[src/spwd_pkg.sv]
// spwd_pkg: shared types, codes and constants of the skin pixel window detector
// no dependencies; imported by spwd_cfg, spwd_front, spwd_back and the top module
package spwd_pkg;

  // register indexes of the configuration port
  localparam int CFG_IDX_W = 3;
  localparam logic [CFG_IDX_W-1:0] CFG_ENABLE    = 3'd0;
  localparam logic [CFG_IDX_W-1:0] CFG_WIDTH     = 3'd1;
  localparam logic [CFG_IDX_W-1:0] CFG_HEIGHT    = 3'd2;
  localparam logic [CFG_IDX_W-1:0] CFG_THRESHOLD = 3'd3;
  localparam logic [CFG_IDX_W-1:0] CFG_INTERVAL  = 3'd4;
  localparam logic [CFG_IDX_W-1:0] CFG_COOLDOWN  = 3'd5;

  // register reset values
  localparam logic        RST_ENABLE    = 1'b1;
  localparam logic [10:0] RST_WIDTH     = 11'd320;
  localparam logic [10:0] RST_HEIGHT    = 11'd240;
  localparam logic [16:0] RST_THRESHOLD = 17'd600;
  localparam logic [15:0] RST_INTERVAL  = 16'd400;
  localparam logic [31:0] RST_COOLDOWN  = 32'd30000;

  // input beat kinds
  localparam logic ACT_FRAME = 1'b0;
  localparam logic ACT_PIXEL = 1'b1;

  // queue depths
  localparam int CMD_DEPTH = 4;
  localparam int RES_DEPTH = 2;

  // saturation limit of the hit counter
  localparam logic [16:0] COUNT_MAX = 17'h1FFFF;

  // reciprocal of five: floor(x / 5) = (x * DIV5_MUL) >> DIV5_SHIFT for x below 2^18
  localparam logic [15:0] DIV5_MUL   = 16'd52429;
  localparam int          DIV5_SHIFT = 18;

  // skin test limits on 8-bit colour
  localparam logic [8:0] SKIN_R_MIN   = 9'd60;
  localparam logic [8:0] SKIN_RB_MIN  = 9'd15;
  localparam logic [8:0] SKIN_RG_MIN  = 9'd10;
  localparam logic [8:0] SKIN_R_SAT   = 9'd245;
  localparam logic [8:0] SKIN_GB_DARK = 9'd30;

  // registers seen by the back end
  typedef struct packed {
    logic        enable;
    logic [16:0] threshold;
    logic [15:0] interval;
    logic [31:0] cooldown;
  } back_cfg_t;

  // one command from the front end to the back end
  typedef struct packed {
    logic        is_start;
    logic        hit;
    logic        last;
    logic [31:0] now;
  } cmd_t;

  // one result beat
  typedef struct packed {
    logic        sampled;
    logic [16:0] count;
    logic        detected;
  } res_t;

  // warm-tone skin test on an rgb565 word
  function automatic logic is_skin(input logic [15:0] p);
    logic [8:0] r;
    logic [8:0] g;
    logic [8:0] b;
    logic       warm;
    logic       bright;
    logic       diff;
    logic       not_red;
    r       = {1'b0, p[15:11], 3'b000};
    g       = {1'b0, p[10:5], 2'b00};
    b       = {1'b0, p[4:0], 3'b000};
    warm    = (r > g) && (g >= b);
    bright  = r > SKIN_R_MIN;
    diff    = (r > b + SKIN_RB_MIN) && (r >= g + SKIN_RG_MIN);
    not_red = (r < SKIN_R_SAT) || (g > SKIN_GB_DARK) || (b > SKIN_GB_DARK);
    return warm && bright && diff && not_red;
  endfunction

endpackage

[src/spwd_fifo.sv]
// spwd_fifo: small register queue with push/full and pop/empty
// depends on nothing; used for the command queue and the result queue
module spwd_fifo #(
  parameter int WIDTH = 8,
  parameter int DEPTH = 4
) (
  input  logic             clk,
  input  logic             rst,
  input  logic             push,
  input  logic [WIDTH-1:0] wdata,
  output logic             full,
  input  logic             pop,
  output logic [WIDTH-1:0] rdata,
  output logic             empty
);

  localparam int AW = (DEPTH > 1) ? $clog2(DEPTH) : 1;

  logic [WIDTH-1:0] mem [DEPTH];
  logic [AW-1:0]    wr_ptr;
  logic [AW-1:0]    rd_ptr;
  logic [AW:0]      count;
  logic             do_push;
  logic             do_pop;

  assign full    = count == (AW+1)'(DEPTH);
  assign empty   = count == '0;
  assign do_push = push && !full;
  assign do_pop  = pop && !empty;
  assign rdata   = mem[rd_ptr];

  // pointers and fill count
  always_ff @(posedge clk) begin
    if (rst) begin
      wr_ptr <= '0;
      rd_ptr <= '0;
      count  <= '0;
    end else begin
      if (do_push) begin
        wr_ptr <= (wr_ptr == AW'(DEPTH - 1)) ? '0 : wr_ptr + AW'(1);
      end
      if (do_pop) begin
        rd_ptr <= (rd_ptr == AW'(DEPTH - 1)) ? '0 : rd_ptr + AW'(1);
      end
      if (do_push && !do_pop) begin
        count <= count + (AW+1)'(1);
      end else if (do_pop && !do_push) begin
        count <= count - (AW+1)'(1);
      end
    end
  end

  // storage
  always_ff @(posedge clk) begin
    if (do_push) begin
      mem[wr_ptr] <= wdata;
    end
  end

endmodule

[src/spwd_cfg.sv]
// spwd_cfg: configuration registers and precomputed window bounds
// depends on spwd_pkg
module spwd_cfg #(
  parameter int  MAX_WIDTH  = 1024,
  parameter int  MAX_HEIGHT = 1024,
  localparam int WW = $clog2(MAX_WIDTH + 1),
  localparam int HW = $clog2(MAX_HEIGHT + 1)
) (
  input  logic                                clk,
  input  logic                                rst,
  input  logic                                cfg_valid,
  input  logic [spwd_pkg::CFG_IDX_W-1:0]      cfg_index,
  input  logic [31:0]                         cfg_data,
  output spwd_pkg::back_cfg_t                 bcfg,
  output logic [WW-1:0]                       width,
  output logic [WW-1:0]                       lo_x,
  output logic [WW-1:0]                       hi_x,
  output logic [HW-1:0]                       height,
  output logic [HW-1:0]                       lo_y,
  output logic [HW-1:0]                       hi_y
);
  import spwd_pkg::*;

  logic [10:0]   w_src;
  logic [10:0]   h_src;
  logic [WW-1:0] w_in;
  logic [HW-1:0] h_in;
  logic [HW+1:0] h_x3;
  logic          wr_width;
  logic          wr_height;

  function automatic logic [WW-1:0] clamp_w(input logic [10:0] v);
    if (v == '0) begin
      return WW'(1);
    end else if (32'(v) > MAX_WIDTH) begin
      return WW'(MAX_WIDTH);
    end
    return WW'(v);
  endfunction

  function automatic logic [HW-1:0] clamp_h(input logic [10:0] v);
    if (v == '0) begin
      return HW'(1);
    end else if (32'(v) > MAX_HEIGHT) begin
      return HW'(MAX_HEIGHT);
    end
    return HW'(v);
  endfunction

  // floor of x / 5 by reciprocal multiply
  function automatic logic [WW-1:0] div5(input logic [WW+1:0] x);
    logic [WW+18:0] p;
    p = (WW+19)'(x) * (WW+19)'(DIV5_MUL);
    return WW'(p >> DIV5_SHIFT);
  endfunction

  // new frame size, from the reset value or the write beat
  always_comb begin
    w_src     = rst ? RST_WIDTH : cfg_data[10:0];
    h_src     = rst ? RST_HEIGHT : cfg_data[10:0];
    w_in      = clamp_w(w_src);
    h_in      = clamp_h(h_src);
    h_x3      = (HW+2)'({h_in, 1'b0}) + (HW+2)'(h_in);
    wr_width  = rst || (cfg_valid && cfg_index == CFG_WIDTH);
    wr_height = rst || (cfg_valid && cfg_index == CFG_HEIGHT);
  end

  // frame geometry: window spans 20..80 percent of width, 25..75 percent of height
  always_ff @(posedge clk) begin
    if (wr_width) begin
      width <= w_in;
      lo_x  <= div5((WW+2)'(w_in));
      hi_x  <= div5({w_in, 2'b00});
    end
    if (wr_height) begin
      height <= h_in;
      lo_y   <= HW'(h_in >> 2);
      hi_y   <= HW'(h_x3 >> 2);
    end
  end

  // gate and threshold registers
  always_ff @(posedge clk) begin
    if (rst) begin
      bcfg.enable    <= RST_ENABLE;
      bcfg.threshold <= RST_THRESHOLD;
      bcfg.interval  <= RST_INTERVAL;
      bcfg.cooldown  <= RST_COOLDOWN;
    end else if (cfg_valid) begin
      case (cfg_index)
        CFG_ENABLE:    bcfg.enable    <= cfg_data[0];
        CFG_THRESHOLD: bcfg.threshold <= cfg_data[16:0];
        CFG_INTERVAL:  bcfg.interval  <= cfg_data[15:0];
        CFG_COOLDOWN:  bcfg.cooldown  <= cfg_data;
        default: begin
        end
      endcase
    end
  end

endmodule

[src/spwd_front.sv]
// spwd_front: accepts input beats, tracks raster position, tests window and skin colour
// depends on spwd_pkg; feeds the command queue
module spwd_front #(
  parameter int  MAX_WIDTH  = 1024,
  parameter int  MAX_HEIGHT = 1024,
  localparam int WW = $clog2(MAX_WIDTH + 1),
  localparam int HW = $clog2(MAX_HEIGHT + 1)
) (
  input  logic                 clk,
  input  logic                 rst,
  input  logic                 accept,
  input  logic                 action,
  input  logic [31:0]          now_ms,
  input  logic [15:0]          pixel,
  input  logic [WW-1:0]        width,
  input  logic [WW-1:0]        lo_x,
  input  logic [WW-1:0]        hi_x,
  input  logic [HW-1:0]        height,
  input  logic [HW-1:0]        lo_y,
  input  logic [HW-1:0]        hi_y,
  output spwd_pkg::cmd_t       cmd,
  output logic                 cmd_push
);
  import spwd_pkg::*;

  localparam int CW = $clog2(MAX_WIDTH);
  localparam int RW = $clog2(MAX_HEIGHT);

  logic          frame_open;
  logic [CW-1:0] column;
  logic [RW-1:0] row;
  logic [WW-1:0] col_x;
  logic [WW-1:0] col_n;
  logic [HW-1:0] row_y;
  logic [HW-1:0] row_n;
  logic          in_x;
  logic          in_y;
  logic          row_end;
  logic          frame_end;
  logic          is_start;

  // position tests against the current geometry
  always_comb begin
    is_start  = action == ACT_FRAME;
    col_x     = WW'(column);
    col_n     = col_x + WW'(1);
    row_y     = HW'(row);
    row_n     = row_y + HW'(1);
    in_x      = (col_x >= lo_x) && (col_x < hi_x) && (col_x[0] == lo_x[0]);
    in_y      = (row_y >= lo_y) && (row_y < hi_y) && (row_y[0] == lo_y[0]);
    row_end   = col_n >= width;
    frame_end = row_end && (row_n >= height);
  end

  // command for the back end; pixels outside a frame are dropped here
  always_comb begin
    cmd.is_start = is_start;
    cmd.hit      = in_x && in_y && is_skin(pixel);
    cmd.last     = frame_end;
    cmd.now      = now_ms;
    cmd_push     = accept && (is_start || frame_open);
  end

  // raster position
  always_ff @(posedge clk) begin
    if (rst) begin
      frame_open <= 1'b0;
      column     <= '0;
      row        <= '0;
    end else if (accept) begin
      if (is_start) begin
        frame_open <= 1'b1;
        column     <= '0;
        row        <= '0;
      end else if (frame_open) begin
        if (row_end) begin
          column <= '0;
          if (frame_end) begin
            frame_open <= 1'b0;
            row        <= '0;
          end else begin
            row <= RW'(row_n);
          end
        end else begin
          column <= CW'(col_n);
        end
      end
    end
  end

endmodule

[src/spwd_back.sv]
// spwd_back: time gates, hit counting, detection and result generation
// depends on spwd_pkg; drains the command queue into the result queue
module spwd_back (
  input  logic                 clk,
  input  logic                 rst,
  input  spwd_pkg::back_cfg_t  bcfg,
  input  spwd_pkg::cmd_t       cmd,
  input  logic                 cmd_empty,
  output logic                 cmd_pop,
  input  logic                 res_full,
  output spwd_pkg::res_t       res,
  output logic                 res_push
);
  import spwd_pkg::*;

  logic [31:0] last_sample_time;
  logic [31:0] last_detect_time;
  logic [31:0] frame_time;
  logic        frame_sampled;
  logic [16:0] skin_total;

  logic [16:0] total_next;
  logic        is_last;
  logic        interval_ok;
  logic        cooldown_ok;
  logic        det;

  // gate tests, counter step and result
  always_comb begin
    is_last     = !cmd.is_start && cmd.last;
    cmd_pop     = !cmd_empty && (!is_last || !res_full);
    interval_ok = bcfg.enable && ((cmd.now - last_sample_time) >= {16'b0, bcfg.interval});
    cooldown_ok = (cmd.now - last_detect_time) >= bcfg.cooldown;
    total_next  = (frame_sampled && cmd.hit && skin_total != COUNT_MAX) ?
                  skin_total + 17'd1 : skin_total;
    det          = frame_sampled && (total_next >= bcfg.threshold);
    res.sampled  = frame_sampled;
    res.count    = frame_sampled ? total_next : '0;
    res.detected = det;
    res_push     = cmd_pop && is_last;
  end

  // frame state and timestamps
  always_ff @(posedge clk) begin
    if (rst) begin
      last_sample_time <= '0;
      last_detect_time <= '0;
      frame_time       <= '0;
      frame_sampled    <= 1'b0;
      skin_total       <= '0;
    end else if (cmd_pop) begin
      if (cmd.is_start) begin
        // interval gate moves the sample time even when the cooldown skips the frame
        if (interval_ok) begin
          last_sample_time <= cmd.now;
        end
        frame_sampled <= interval_ok && cooldown_ok;
        frame_time    <= cmd.now;
        skin_total    <= '0;
      end else begin
        skin_total <= total_next;
        if (is_last && det) begin
          last_detect_time <= frame_time;
        end
      end
    end
  end

endmodule

[src/skin_pixel_window_detector.sv]
// Skin pixel window detector: takes one input beat per clock while full is low, frame
// starts and pixels alike, so a pixel stream runs at one pixel per cycle. A front end
// tracks the raster position and tests each pixel against the central window and the
// skin colour test in the cycle it is accepted; a four-entry command queue passes the
// outcome to a back end that applies the enable, interval and cooldown gates at frame
// start, counts hits and forms the result on the last pixel. The outcome is registered
// in the command queue and the result in a two-entry result queue, where it waits;
// full rises only when both queues fill because results are not popped. Configuration
// writes are registered and always accepted.
// depends on spwd_pkg, spwd_cfg, spwd_front, spwd_fifo, spwd_back
module skin_pixel_window_detector #(
  parameter int MAX_WIDTH  = 1024,
  parameter int MAX_HEIGHT = 1024
) (
  input  logic                            clk,
  input  logic                            rst,
  // input queue side
  input  logic                            push,
  output logic                            full,
  input  logic                            action,
  input  logic [31:0]                     now_ms,
  input  logic [15:0]                     pixel,
  // result queue side
  output logic                            empty,
  input  logic                            pop,
  output logic                            sampled,
  output logic [16:0]                     skin_count,
  output logic                            detected,
  // configuration writes
  input  logic                            cfg_valid,
  output logic                            cfg_ready,
  input  logic [spwd_pkg::CFG_IDX_W-1:0]  cfg_index,
  input  logic [31:0]                     cfg_data
);
  import spwd_pkg::*;

  localparam int WW = $clog2(MAX_WIDTH + 1);
  localparam int HW = $clog2(MAX_HEIGHT + 1);
  localparam int CMD_W = $bits(cmd_t);
  localparam int RES_W = $bits(res_t);

  back_cfg_t        bcfg;
  logic [WW-1:0]    width;
  logic [WW-1:0]    lo_x;
  logic [WW-1:0]    hi_x;
  logic [HW-1:0]    height;
  logic [HW-1:0]    lo_y;
  logic [HW-1:0]    hi_y;
  logic             accept;
  cmd_t             cmd_in;
  logic             cmd_push;
  logic [CMD_W-1:0] cmd_vec;
  cmd_t             cmd_out;
  logic             cmd_empty;
  logic             cmd_pop;
  res_t             res_in;
  logic             res_push;
  logic             res_full;
  logic [RES_W-1:0] res_vec;
  res_t             res_out;

  assign cfg_ready = 1'b1;
  assign accept    = push && !full;
  assign cmd_out   = cmd_t'(cmd_vec);
  assign res_out   = res_t'(res_vec);

  // result fields from the head of the result queue
  assign sampled    = res_out.sampled;
  assign skin_count = res_out.count;
  assign detected   = res_out.detected;

  // configuration registers
  spwd_cfg #(
    .MAX_WIDTH (MAX_WIDTH),
    .MAX_HEIGHT(MAX_HEIGHT)
  ) u_cfg (
    .clk      (clk),
    .rst      (rst),
    .cfg_valid(cfg_valid),
    .cfg_index(cfg_index),
    .cfg_data (cfg_data),
    .bcfg     (bcfg),
    .width    (width),
    .lo_x     (lo_x),
    .hi_x     (hi_x),
    .height   (height),
    .lo_y     (lo_y),
    .hi_y     (hi_y)
  );

  // front end: position and classification
  spwd_front #(
    .MAX_WIDTH (MAX_WIDTH),
    .MAX_HEIGHT(MAX_HEIGHT)
  ) u_front (
    .clk     (clk),
    .rst     (rst),
    .accept  (accept),
    .action  (action),
    .now_ms  (now_ms),
    .pixel   (pixel),
    .width   (width),
    .lo_x    (lo_x),
    .hi_x    (hi_x),
    .height  (height),
    .lo_y    (lo_y),
    .hi_y    (hi_y),
    .cmd     (cmd_in),
    .cmd_push(cmd_push)
  );

  // command queue between front and back
  spwd_fifo #(
    .WIDTH(CMD_W),
    .DEPTH(CMD_DEPTH)
  ) u_cmd_q (
    .clk  (clk),
    .rst  (rst),
    .push (cmd_push),
    .wdata(cmd_in),
    .full (full),
    .pop  (cmd_pop),
    .rdata(cmd_vec),
    .empty(cmd_empty)
  );

  // back end: gates, counting, detection
  spwd_back u_back (
    .clk      (clk),
    .rst      (rst),
    .bcfg     (bcfg),
    .cmd      (cmd_out),
    .cmd_empty(cmd_empty),
    .cmd_pop  (cmd_pop),
    .res_full (res_full),
    .res      (res_in),
    .res_push (res_push)
  );

  // result queue
  spwd_fifo #(
    .WIDTH(RES_W),
    .DEPTH(RES_DEPTH)
  ) u_res_q (
    .clk  (clk),
    .rst  (rst),
    .push (res_push),
    .wdata(res_in),
    .full (res_full),
    .pop  (pop),
    .rdata(res_vec),
    .empty(empty)
  );

endmodule

[config.mk]
export PLATFORM = sky130hd
export DESIGN_NAME = skin_pixel_window_detector
export DESIGN_NICKNAME = d
export VERILOG_FILES = /design/src/spwd_pkg.sv /design/src/spwd_fifo.sv /design/src/spwd_cfg.sv /design/src/spwd_front.sv /design/src/spwd_back.sv /design/src/skin_pixel_window_detector.sv
export SDC_FILE = /design/constraint.sdc
export NUM_CORES = 1
export LEC_CHECK = 0
export BUFFER_PORTS_ARGS = -buffer_cell sky130_fd_sc_hd__clkbuf_2
export CAP_MARGIN = 20
export CORE_ASPECT_RATIO = 1.1
export CORE_MARGIN = 2
export CORE_UTILIZATION = 35
export DETAILED_ROUTE_END_ITERATION = 10
export PLACE_DENSITY = 0.61
export SYNTH_ARGS = -nofsm -noshare
export SYNTH_HDL_FRONTEND = slang
export SYNTH_SLANG_ARGS = --single-unit
[constraint.sdc]
create_clock -name clk -period 7.57 [get_ports clk]
set_input_delay 1.514 -clock clk [delete_from_list [all_inputs] [get_ports clk]]
set_output_delay 1.514 -clock clk [all_outputs]
set_load 0.01 [all_outputs]
; ---- Word-level counts from Yosys, hierarchy flattened
; Memories as Yosys holds them, arrays and structs flattened. A register that Yosys moved wholly into a read port is not among the register bits.
; Index checks and enable logic that the tools add are counted.
[op_classes]
mul = 2
shift = 0
n_lt_le_gt_ge = 19
div = 0
eq_ne = 14
addsub = 16
reduce_logical = 65
bitwise_logic = 2
mux = 42
[op_table]
columns = operator, count
row1 = two-way mux 11 bit, 8
row2 = two-way mux 10 bit, 7
row3 = subtractor 32 bit, 2
row4 = "multiplier 11 x 16 -> 27 bit, second input constant", 2
row5 = two-way mux 17 bit, 3
row6 = logical AND 1 bit, 33
row7 = greater-or-equal comparator 32 x 16 -> 1 bit, 1
row8 = greater-or-equal comparator 32 bit, 1
row9 = "adder 10 x 1 -> 11 bit, second input constant", 2
row10 = greater-or-equal comparator 11 bit, 2
row11 = "> comparator 11 bit, second input constant", 2
row12 = logical NOT 11 bit, 2
row13 = less-than comparator 10 x 11 -> 1 bit, 2
row14 = greater-or-equal comparator 10 x 9 -> 1 bit, 2
row15 = "adder 8 x 4 -> 9 bit, second input constant", 2
row16 = "adder 17 x 1 -> 17 bit, second input constant", 1
row17 = greater-or-equal comparator 17 bit, 1
row18 = "!= test 17 bit, second input constant", 1
row19 = "> comparator 8 x 5 -> 1 bit, second input constant", 2
row20 = two-way mux 1 bit, 16
row21 = adder 12 x 11 -> 13 bit, 1
row22 = two-way mux 2 bit, 6
row23 = AND reduction 2 bit, 6
row24 = logical NOT 1 bit, 10
row25 = 24 further kinds, 45
[totals]
input_bits = 89
memories = 2
elab_cells = 186
latch_bits = 0
reg_bits = 274
ramBits = 178
mem_bits_ro = 0
[memory_table]
columns = memory, words, width, rd, rd_ports_with_merged_regs, wr, line
row1 = u_cmd_q.mem, 4, 35, 1, 1, 1, spwd_fifo.sv:19  ; logic [WIDTH-1:0] mem [DEPTH];
row2 = u_res_q.mem, 2, 19, 1, 1, 1, spwd_fifo.sv:19

; ---- Depth between registers and ports, before layout
; Gate-level depths: netlist (run 1).
[logic_depth]
ltp_word = 11
depth_mapped = 27

; ---- Hierarchy
; From an unflattened synthesis (run 1), not the netlist that was laid out.
[unflattened]
hier_cells = 2839
hier_area_um2 = 27506.4
[by_module_without_submodules]
columns = mod, area_each_um2, n_inst, cells_each
row1 = spwd_back, 10053.4, 1, 1355
row2 = spwd_cfg, 6785.3, 1, 707
row3 = spwd_fifo (u_cmd_q), 5536.6, 1, 233
row4 = spwd_front, 3520.9, 1, 457
row5 = spwd_fifo (u_res_q), 1585.3, 1, 84
row6 = skin_pixel_window_detector, 25.0, 1, 3

; ---- Worst setup path after synthesis (run 1)
; OpenSTA, ideal clock, no wires.
[synth_timing]
kind = input to register
startpoint = input port rst
endpoint = register u_cfg.hi_x[10] (data pin)
setup_time_ps = 260
n_path_buf = 3
path_slack_ps = 179
required_time_ps = 7310
arrival_ps = 7131
stages = 25
cell_sequence = clkbuf_1 inv_1 clkbuf_1 clkbuf_1 and2_1 nand2_1 ha_1 inv_1 fa_1 inv_1 fa_1 inv_1 fa_1 fa_1 ha_1 a21oi_1 o21ai_0 or2_2 a211oi_1 nor2_1 a41o_1 o21ai_0 o2111ai_1 a21oi_1 xnor2_1
[synth_via]
elab_chain_len = 6
word_cells_on_any_way = 8
classes_between = mul: 1 / order compare: 1 / mux: 5 / reduce/logical: 1
[synth_rtl]
columns = element, line
row1 = from (decl), skin_pixel_window_detector.sv:16  ; input logic rst,
row2 = two-way mux 11 bit *, spwd_cfg.sv:59  ; w_src = rst ? RST_WIDTH : cfg_data[10:0];
row3 = > comparator 11 bit, spwd_cfg.sv:35  ; end else if (32'(v) > MAX_WIDTH) begin
row4 = two-way mux 1 bit, spwd_cfg.sv:35
row5 = two-way mux 1 bit, spwd_cfg.sv:33  ; if (v == '0) begin
row6 = two-way mux 11 bit *, spwd_cfg.sv:38  ; return WW'(v);
row7 = multiplier 11 x 16 -> 27 bit *, spwd_cfg.sv:53  ; p = (WW+19)'(x) * (WW+19)'(DIV5_MUL);
row8 = to (signal assigned), spwd_cfg.sv:73  ; hi_x <= div5({w_in, 2'b00});
row9 = to (decl), spwd_cfg.sv:17  ; output logic [WW-1:0] hi_x,
; Mark *: on every way between the ends. The rest lies on a longest branch, timed or not.
; A chain may end at the register's enable or synchronous reset.

; ---- Worst setup path after layout (run 1)
[layout_timing]
startpoint = input port cfg_data[0]
endpoint = register u_cfg.hi_x[10] (data pin)
[layout_via]
elab_chain_len = 6
word_cells_on_any_way = 8
classes_between = mul: 1 / order compare: 1 / mux: 5 / reduce/logical: 1
[layout_rtl]
columns = element, line
row1 = from (decl), skin_pixel_window_detector.sv:33  ; input logic [31:0] cfg_data
row2 = two-way mux 11 bit *, spwd_cfg.sv:59
row3 = > comparator 11 bit, spwd_cfg.sv:35
row4 = two-way mux 1 bit, spwd_cfg.sv:35
row5 = two-way mux 1 bit, spwd_cfg.sv:33
row6 = two-way mux 11 bit *, spwd_cfg.sv:38
row7 = multiplier 11 x 16 -> 27 bit *, spwd_cfg.sv:53
; Marks and branches as above.

==> flow_summary.ini, run 1 <==
[status]
status = complete, no violations

[final_layout]
fillers = 7664
final_area_um2 = 30700
seqCellArea_um2 = 11000
syn2layout_area_growth_pct = 13.2
multi_input_area_um2 = 14600
fin_cells = 3992
post_route_cells_drive_above_1_share_pct = 11.7
nets = 3343

[logic_synthesis]
synthArstFlopShare_pct = 0
yosysWarnings = 0
yosys_register_bits = 437
synth_edf_count = 222
syn_area_per_cell_um2 = 9.67
synth.distinct_cells = 78
synth_common_cells = nand2_1 (420), inv_1 (315), ha_1 (297)
synth_top_area_cell = edfxtp_1
syn_area_um2 = 27100
yosysTopAreaCellShare_pct = 24.6
synthCells = 2805
synth_flop_cell = edfxtp_1
synth_top_cells_by_area = edfxtp_1 (25%), dfxtp_1 (16%), ha_1 (14%), nand2_1 (5.8%), inv_1 (4.4%)
ys_seq_area_share_pct = 40.5
yosysMostFrequentCell = nand2_1

[sta]
fin_crit_sh_pct = 94.1
finalSetupTns_ns = 0
min_period_ns = 7.12
slew-limit-headroom_pct = 30.8
setup_violations = 0
slew_violations = 0
fin_skew_ns = 0.0115
hold_viol = 0
whs_ns = 0.454
clock.fmax_mhz = 140
tightest_slew_ns = 1.04

[worst_setup_path]
critPathSlowestCell = fa_1
cp_num_cells = 25
worst-path-buf-inv = 4
slowest_delay_ns = 0.51
cp.arrival_ns = 7.45
worst-path-max-fanout = 4
cpMostUsedCell = fa_1
startpoint = cfg_data[0]
cp-end-kind = flop
path_delay_family = adder cells
reg2reg_to = u_back.last_sample_time[11]
critPathCapture = u_cfg.hi_x[10]
crit_required_ns = 7.90
r2r_cells = 18
critical_path_class = in2reg
startpoint_type = primary input
regToRegSetupSlack_ns = 1.37

[clock_network]
numCtsBuffers = 48
cts_buffer_depth = 3
clk_pin_slew_worst_paths_ns = 0.06
clock-sinks = 437
root_buffer = clkbuf_16
clk_latency_ns = 0.59
ctsHoldBuffers = 0
cts_tree = built
htreeDepth = 2

[floorplan]
initial_core_util_pct = 35.2
coreArea_um2 = 77100
fp-row-count = 107
die_x_um = 269
die_y_um = 296
ioPinCount = 111
dieArea_um2 = 79700

[global_route]
antenna_found_initial = 5
grt_pass1_vias = 19232
grt_first_pass_wirelength_um = 104000
gr-total-overflow = 0
grtUsageTotal_pct = 16.1
grt_max_degree = 180

[routing]
avgRoutedWirePerCell_um = 16.2
vias = 20043
drt_iter0_drc = 1411
routed_wl_um = 64700
antenna_left = 0
vias_per_cell = 5.02
drtPass1Iterations = 5
drc = 0

[power_and_ir_drop]
design_power_total_mw = 11.4
p_per_area_nw_per_um2 = 371
power_leakage_nw = 12.4
vdd_drop_max_mv = 0.318

[placement]
gp_congestion = 0.854
placed_area_um2 = 29100
place_hpwl_um = 47300
io_buffers = 109
dp.cells = 3899

[flow_run]
drv_cap = 0

[hold_path]
hp-class = reg2reg
## per-stage QoR
stage | util, % | worst slack (ns)
floorplan | - | 0.179
global placement | 37.7 | -0.0692
detailed placement | 37.7 | -0.166
CTS | 39.8 | 0.408
global route | 39.8 | -0.00479
finish | 39.8 | 0.450
## placed cells by master, fill, tap and decap left out, types with 22 or more instances in the layout
cell type	instances
buf_4	57
nor2b_1	27
clkbuf_2	108
ha_1	297
mux4_2	34
a21o_1	63
nor3_1	31
a32oi_1	32
nand3_1	50
nor2_1	149
fa_1	42
o211ai_1	22
mux2_2	22
clkbuf_16	49
inv_1	314
nand2_1	419
edfxtp_1	222
and2_1	25
xor2_1	26
a21oi_1	201
dfxtp_1	213
o21a_1	26
xnor2_1	76
o21ai_0	86
mux2i_1	41
## timing repair
item                       in CTS  in global routing
buffers inserted                0                  1
setup endpoints to repair       0                  2
gates resized for setup         0                  1
## cell type report
| type | instances | share of cell area [%] |
|---|---|---|
| timing repair buffer | 168 | 3.37 |
| clock inverter | 34 | 1.14 |
| antenna | 3 | 0.0245 |
| inverter | 316 | 3.88 |
| tap | 1035 | 4.22 |
| sequential | 437 | 35.7 |
| clock buffer | 55 | 4.07 |
| multi-input combinational | 1944 | 47.5 |
## cell families after synthesis
logic type / count (synthesis) / synth area share, %
AND/OR/NAND/NOR: 818 / 13.4
multiplexers: 97 / 5.25
flip-flops: 437 / 40.5
adder cells (fa/ha/maj): 339 / 16.8
AO/OA/AOI/OAI: 585 / 14.7
XOR/XNOR: 103 / 3.33
other: 1 / 0.0138
buffers and inverters: 425 / 6.01
## where the power goes
group	internal, mW	switching (mW)	total [mW]
registers	2.80	0.216	3.02
clock network	1.40	0.997	2.39
logic	2.39	3.58	5.97
## state kept, by name (all words and copies together) (netlist names), named ones only
| register | count |
|---|---|
| u_res_q.mem | 38 |
| u_back.frame_time | 32 |
| u_cfg.width | 11 |
| u_cmd_q.rd_ptr | 2 |
| u_back.last_detect_time | 32 |
| u_front.frame_open | 1 |
| u_cfg.hi_x | 11 |
| u_back.frame_sampled | 1 |
| u_res_q.rd_ptr | 1 |
| u_cfg.height | 11 |
| u_cfg.hi_y | 11 |
| u_back.last_sample_time | 32 |
| u_res_q.count | 2 |
| u_back.skin_total | 17 |
| u_front.column | 10 |
| u_res_q.wr_ptr | 1 |
| u_front.row | 10 |
| u_cmd_q.count | 3 |
| u_cmd_q.mem | 140 |
| u_cfg.bcfg | 66 |
| u_cmd_q.wr_ptr | 2 |
## how the worst min path moves through the flow
stage | slack (ns) | end | cells past startpoint | from
after floorplan | 0.43 | u_back.last_detect_time[10] | 2 | u_back.last_detect_time[10]
after global placement | 0.44 | u_back.frame_time[25] | 2 | u_back.frame_time[25]
after detailed placement | 0.45 | u_back.frame_time[3] | 2 | u_back.frame_time[3]
after CTS | 0.45 | u_back.last_detect_time[16] | 2 | u_back.frame_time[16]
after global routing | 0.47 | u_cfg.bcfg[1] | 2 | u_cfg.bcfg[1]
final | 0.45 | u_cfg.bcfg[56] | 2 | u_cfg.bcfg[56]
## worst min-delay path, cell delays in order (launching register included)
cell and delay (ns):
dfxtp_1 0.31, nand2_1 0.05, a21oi_1 0.05
## layer usage
layer | routed length, um | track usage [%] | up-vias | part of all wire [%]
li1 | - | - | 10093 | -
met1 | 30600 | 22.4 | 9452 | 47
met2 | 29600 | 26.3 | 430 | 46
met3 | 3400 | 2.28 | 66 | 5.3
met4 | 1100 | 3.78 | 2 | 1.7
met5 | 14 | 0 | - | 0.022
(Power assumes the default switching activity.)
==> inputs of run 2 (changes only) <==
clock period = 5.8 ns   (was 7.57 ns; I/O delays follow)
==> run 2 against run 1 <==
  * The flow now finishes with violations (setup timing)
  * Non-clock buffer count is 93 higher
  * Count of clock-buffer cells in the layout is 7 higher
  * First-iteration DRC count is 17% lower
  * Routed wire length is 1.3% higher
  * Critical path type unchanged
  * Highest routed layer unchanged
==> flow_summary.ini, run 2 (synthesis results as in run 1) <==
[floorplan]
fp-row-count = 107
dieArea_um2 = 79700
initial_core_util_pct = 35.2
coreArea_um2 = 77100
ioPinCount = 111
die_x_um = 269
die_y_um = 296

[routing]
routed_wl_um = 65600
drtPass1Iterations = 5
drc = 0
vias_per_cell = 5.00
drt_iter0_drc = 1170
antenna_left = 0
avgRoutedWirePerCell_um = 16.0
vias = 20428

[final_layout]
layout_common_cells = nand2_1 (415), inv_1 (306), ha_1 (289)
largest_register_ff_count = 140
post_route_cells_drive_above_1_share_pct = 15.8
final_area_um2 = 31700
reg_top3 = u_cmd_q.mem: 140 flops, u_cfg.bcfg: 66 flops, u_res_q.mem: 38 flops
top_register = u_cmd_q.mem
fin_util_pct = 41.2
layout_commonest_cell = nand2_1
fin_cells = 4089
syn2layout_area_growth_pct = 17.1
fillers = 7565
nets = 3437

[power_and_ir_drop]
p_per_area_nw_per_um2 = 485
comb_power_share_pct = 53.8
vdd_drop_max_mv = 0.648
clockPowerShare_pct = 20.8
power_switching_mw = 6.43
p_seq_share_pct = 25.4
design_power_total_mw = 15.4
p_sw_share_pct = 41.7
p_int_mw = 8.97
power_leakage_nw = 13.0

[sta]
min_period_ns = 6.04
fin_skew_ns = 0.0270
hold_viol = 0
finalSetupTns_ns = -0.943
setup_violations = 7
grt_setup_unrepaired = yes
setup_ws_ns = -0.237
clock.fmax_mhz = 166
whs_ns = 0.454
fin_crit_sh_pct = 104
tightest_slew_ns = 1.03
slew_violations = 0
slew-limit-headroom_pct = 31.3

[worst_setup_path]
reg2reg_to = u_back.last_sample_time[4]
worst-path-max-fanout = 5
cp-end-kind = flop
cp.arrival_ns = 6.39
critical_path_class = in2reg
r2r_cells = 20
crit_required_ns = 6.15
regToRegSetupSlack_ns = 0.38
startpoint_type = primary input

[global_route]
grtUsageTotal_pct = 16.3
gr-total-overflow = 0
grt_first_pass_wirelength_um = 106000
antenna_found_initial = 6
grt_pass1_vias = 19870
grt_max_degree = 93

[placement]
placed_area_um2 = 29800
place_hpwl_um = 47900
gp_congestion = 0.871
dp.cells = 3980
io_buffers = 109
post-place-ws_ns = -1.05

[clock_network]
cts_tree = built
clock-sinks = 437
htreeDepth = 2
root_buffer = clkbuf_16
numCtsBuffers = 49
clk_pin_slew_worst_paths_ns = 0.06
ctsHoldBuffers = 0
clk_latency_ns = 0.61
cts_buffer_depth = 3

[hold_path]
hold_depth = 2
hp-start = u_cfg.bcfg[49]
holdPathEnd = u_cfg.bcfg[49]
hp-class = reg2reg

[flow_run]
drv_cap = 0

[status]
failed_checks = setup timing
status = complete, but fails checks
==> run 2: changes by cell type in the layout (fill, tap and decap cells not counted), sizes merged <==
cell | previous run | this run
inv | 318 | 322
diode | 3 | 4
clkbuf | 163 | 167
clkinv | 21 | 19
bufinv | 6 | 5
clkinvlp | 5 | 0
buf | 60 | 156
==> run 2: worst max-delay path by stage <==
| stage | from | end |
|---|---|---|
| 6_report | cfg_data[3] | u_cfg.hi_x[8] |
| 5_1_grt | cfg_data[3] | u_cfg.hi_x[8] |
| 4_1_cts | cfg_data[0] | u_cfg.hi_x[8] |
| 3_5_place_dp | cfg_data[4] | u_cfg.hi_x[10] |
| 3_3_place_gp | cfg_data[4] | u_cfg.hi_x[10] |
| 2_1_floorplan | rst | u_cfg.hi_x[8] |
==> run 2: power by group through the flow <==
stage	Clock (mW)	Sequential (mW)	Combinational [mW]
2_1_floorplan	0	3.86	5.96
3_3_place_gp	0	3.95	8.06
3_5_place_dp	0	3.97	8.13
4_1_cts	3.28	3.90	8.22
5_1_grt	3.40	3.96	9.34
6_report	3.20	3.91	8.29
==> run 2: cell type report <==
cell class                      count  area (um2)  area share [%]
Multi-Input combinational cell   1944       14800            46.7
Clock buffer                       62        1350            4.25
Sequential cell                   437       11000            34.6
Antenna cell                        4        10.0          0.0315
Timing Repair Buffer              261        1770            5.57
Tap cell                         1035        1290            4.08
Clock inverter                     30         318            1.00
Inverter                          316        1200            3.77
==> run 2: what timing repair did <==
action                                  in CTS  in global routing
pin swaps                                   18                 19
buffers inserted                             9                  4
gates resized for setup                     13                 40
endpoints found under the setup margin       9                 43
hold endpoints to repair                     0                  0
==> run 2: metal layers <==
layer | up-vias | global-route usage [%] | share of wire, %
li1 | 10296 | - | -
met1 | 9712 | 22.7 | 48
met2 | 332 | 26.6 | 45
met3 | 84 | 2.59 | 4.4
met4 | 4 | 4.23 | 2.2
met5 | - | 0 | 0.035
==> run 2: worst max-delay path, stage by stage <==
cell,delay (ns)
buf_8,0.10
nor4_4,0.27
nand3_1,0.13
buf_6,0.16
xnor2_4,0.14
and2_4,0.22
nand2_4,0.08
ha_4,0.27
inv_4,0.03
fa_2,0.53
inv_2,0.05
fa_1,0.52
inv_2,0.05
fa_2,0.34
fa_1,0.61
ha_4,0.23
a21oi_2,0.10
o21ai_1,0.08
or2_4,0.24
a211oi_2,0.17
nor2_2,0.08
a41o_1,0.23
o211a_1,0.24
o21a_1,0.19
nor2_2,0.10
xnor2_1,0.06
==> inputs of run 3 (changes only) <==
PLACE_DENSITY = 0.63   (was 0.61)
==> run 3 against run 2 <==
  * The run still ends with setup timing left
  * Clock power shrank 3%
  * Critical path depth grew 1
  * Sequential cell count is the same
  * Clock skew grew 0.0051 ns
  * Die area is the same
  * Fmax shrank 0.19%
  * First-iteration DRC count grew 17%
  * Cell count shrank 0.76%
  * Register-to-register slack lost 0.03 ns
  * Sequential share of layout area grew 0.24 points
  * Routed wire length shrank 1.4%
  * Critical endpoint unchanged
  * Largest cell class unchanged
==> flow_summary.ini, run 3 (synthesis results as in run 1) <==
[routing]
drtPass1Iterations = 5
routed_wl_um = 64700
vias_per_cell = 5.00
vias = 20288
drc = 0
antenna_left = 0
drt_iter0_drc = 1368
avgRoutedWirePerCell_um = 15.9

[placement]
post-place-ws_ns = -0.932
place_hpwl_um = 47700
io_buffers = 109
dp.cells = 3961
placed_area_um2 = 29600
gp_congestion = 0.868

[clock_network]
clk_pin_slew_worst_paths_ns = 0.06
htreeDepth = 2
clk_latency_ns = 0.60
numCtsBuffers = 47
clock-sinks = 437
root_buffer = clkbuf_16
cts_buffer_depth = 3
ctsHoldBuffers = 0
cts_tree = built

[global_route]
grt_pass1_vias = 19858
antenna_found_initial = 3
grtUsageTotal_pct = 16.1
gr-total-overflow = 0
grt_max_degree = 101
grt_first_pass_wirelength_um = 105000

[sta]
finalSetupTns_ns = -0.932
hold_viol = 0
slew-limit-headroom_pct = 30.4
min_period_ns = 6.05
clock.fmax_mhz = 165
fin_skew_ns = 0.0321
grt_setup_unrepaired = yes
slew_violations = 0
tightest_slew_ns = 1.04
setup_violations = 6
fin_crit_sh_pct = 104
setup_ws_ns = -0.249

[hold_path]
hp-class = reg2reg

[worst_setup_path]
regToRegSetupSlack_ns = 0.35
cp.arrival_ns = 6.38
startpoint_type = primary input
critical_path_class = in2reg
crit_required_ns = 6.13
path_delay_family = adder cells
critPathSlowestCell = fa_1
worst-path-buf-inv = 6
worst-path-max-fanout = 4
cp-end-kind = flop
slowest_delay_ns = 0.55

[final_layout]
layout_commonest_cell = nand2_1
syn2layout_area_growth_pct = 16.3
top_register = u_cmd_q.mem
fin_cells = 4058
multi_input_area_um2 = 14900
final_area_um2 = 31500
layout_common_cells = nand2_1 (415), inv_1 (305), ha_1 (287)
fillers = 7537
nets = 3410
seqCellArea_um2 = 11000
largest_register_ff_count = 140
post_route_cells_drive_above_1_share_pct = 15.4
reg_top3 = u_cmd_q.mem: 140 flops, u_cfg.bcfg: 66 flops, u_res_q.mem: 38 flops

[power_and_ir_drop]
p_per_area_nw_per_um2 = 483
design_power_total_mw = 15.2
vdd_drop_max_mv = 0.714
power_leakage_nw = 12.8

[flow_run]
drv_cap = 0

[floorplan]
die_y_um = 296
die_x_um = 269
ioPinCount = 111
initial_core_util_pct = 35.2
dieArea_um2 = 79700
fp-row-count = 107
coreArea_um2 = 77100

[status]
failed_checks = setup timing
status = complete, but fails checks
## run 3: changes by cell type in the layout (fill, tap and decap cells not counted), moves of 3 or more
| cell | previous run | this run |
|---|---|---|
| buf_4 | 144 | 120 |
| clkbuf_16 | 51 | 48 |
| clkbuf_8 | 3 | 0 |
| clkinv_2 | 10 | 7 |
| clkinv_4 | 0 | 3 |
| fa_1 | 40 | 36 |
| fa_2 | 2 | 6 |
## run 3: worst paths after layout
kind | cells past startpoint | start | end
max | 27 | cfg_data[4] | u_cfg.hi_x[8]
min | 2 | u_back.frame_time[7] | u_back.last_detect_time[7]
max reg2reg | 23 | flop | u_back.frame_sampled
min reg2reg | 2 | u_back.frame_time[7] | u_back.last_detect_time[7]
## run 3: per-layer routing
metal  vias up  track usage (%)  part of all wire, %
li1      10223                -                    -
met1      9635             21.8                   48
met2       348             26.6                   46
met3        80             2.74                  4.3
met4         2             4.27                  2.2
met5         -                0                0.019
## run 3: power breakdown
part,switching (mW),internal [mW]
Clock,1.30,1.81
Sequential,0.252,3.66
Combinational,4.83,3.36
## run 3: repair_timing
action,in CTS,in global routing
endpoints found under the setup margin,7,43
pin swaps,29,30
gates resized for setup,18,43
setup buffers,7,2
## run 3: through the flow
| step | util [%] | hold WS [ns] |
|---|---|---|
| floorplan | - | 0.435 |
| global placement | 38.4 | 0.442 |
| detailed placement | 38.4 | 0.447 |
| CTS | 40.6 | 0.450 |
| global route | 40.9 | 0.471 |
| finish | 40.9 | 0.448 |
## run 3: worst reg2reg max path: stages (launching register included)
cell and delay [ns]:
dfxtp_4 0.44, mux4_2 0.55, inv_1 0.14, ha_1 0.19
inv_1 0.05, fa_1 0.42, a211oi_1 0.32, o21ai_0 0.21
nand4_1 0.15, o211ai_1 0.20, a2111oi_2 0.34, buf_4 0.17
o21bai_1 0.14, o21ai_1 0.20, nor3b_1 0.22, o31ai_1 0.11
xor2_1 0.16, ha_1 0.31, nand4_1 0.09, nor2_1 0.18
nand3_1 0.15, nor3_1 0.20, a21oi_2 0.12, o41ai_2 0.28
## run 3: final cells by class
| class | instances | share of cell area (%) |
|---|---|---|
| Clock buffer | 57 | 3.92 |
| Antenna cell | 2 | 0.0159 |
| Clock inverter | 31 | 1.16 |
| Inverter | 316 | 3.79 |
| Multi-Input combinational cell | 1944 | 47.2 |
| Tap cell | 1035 | 4.11 |
| Sequential cell | 437 | 34.8 |
| Timing Repair Buffer | 236 | 4.99 |
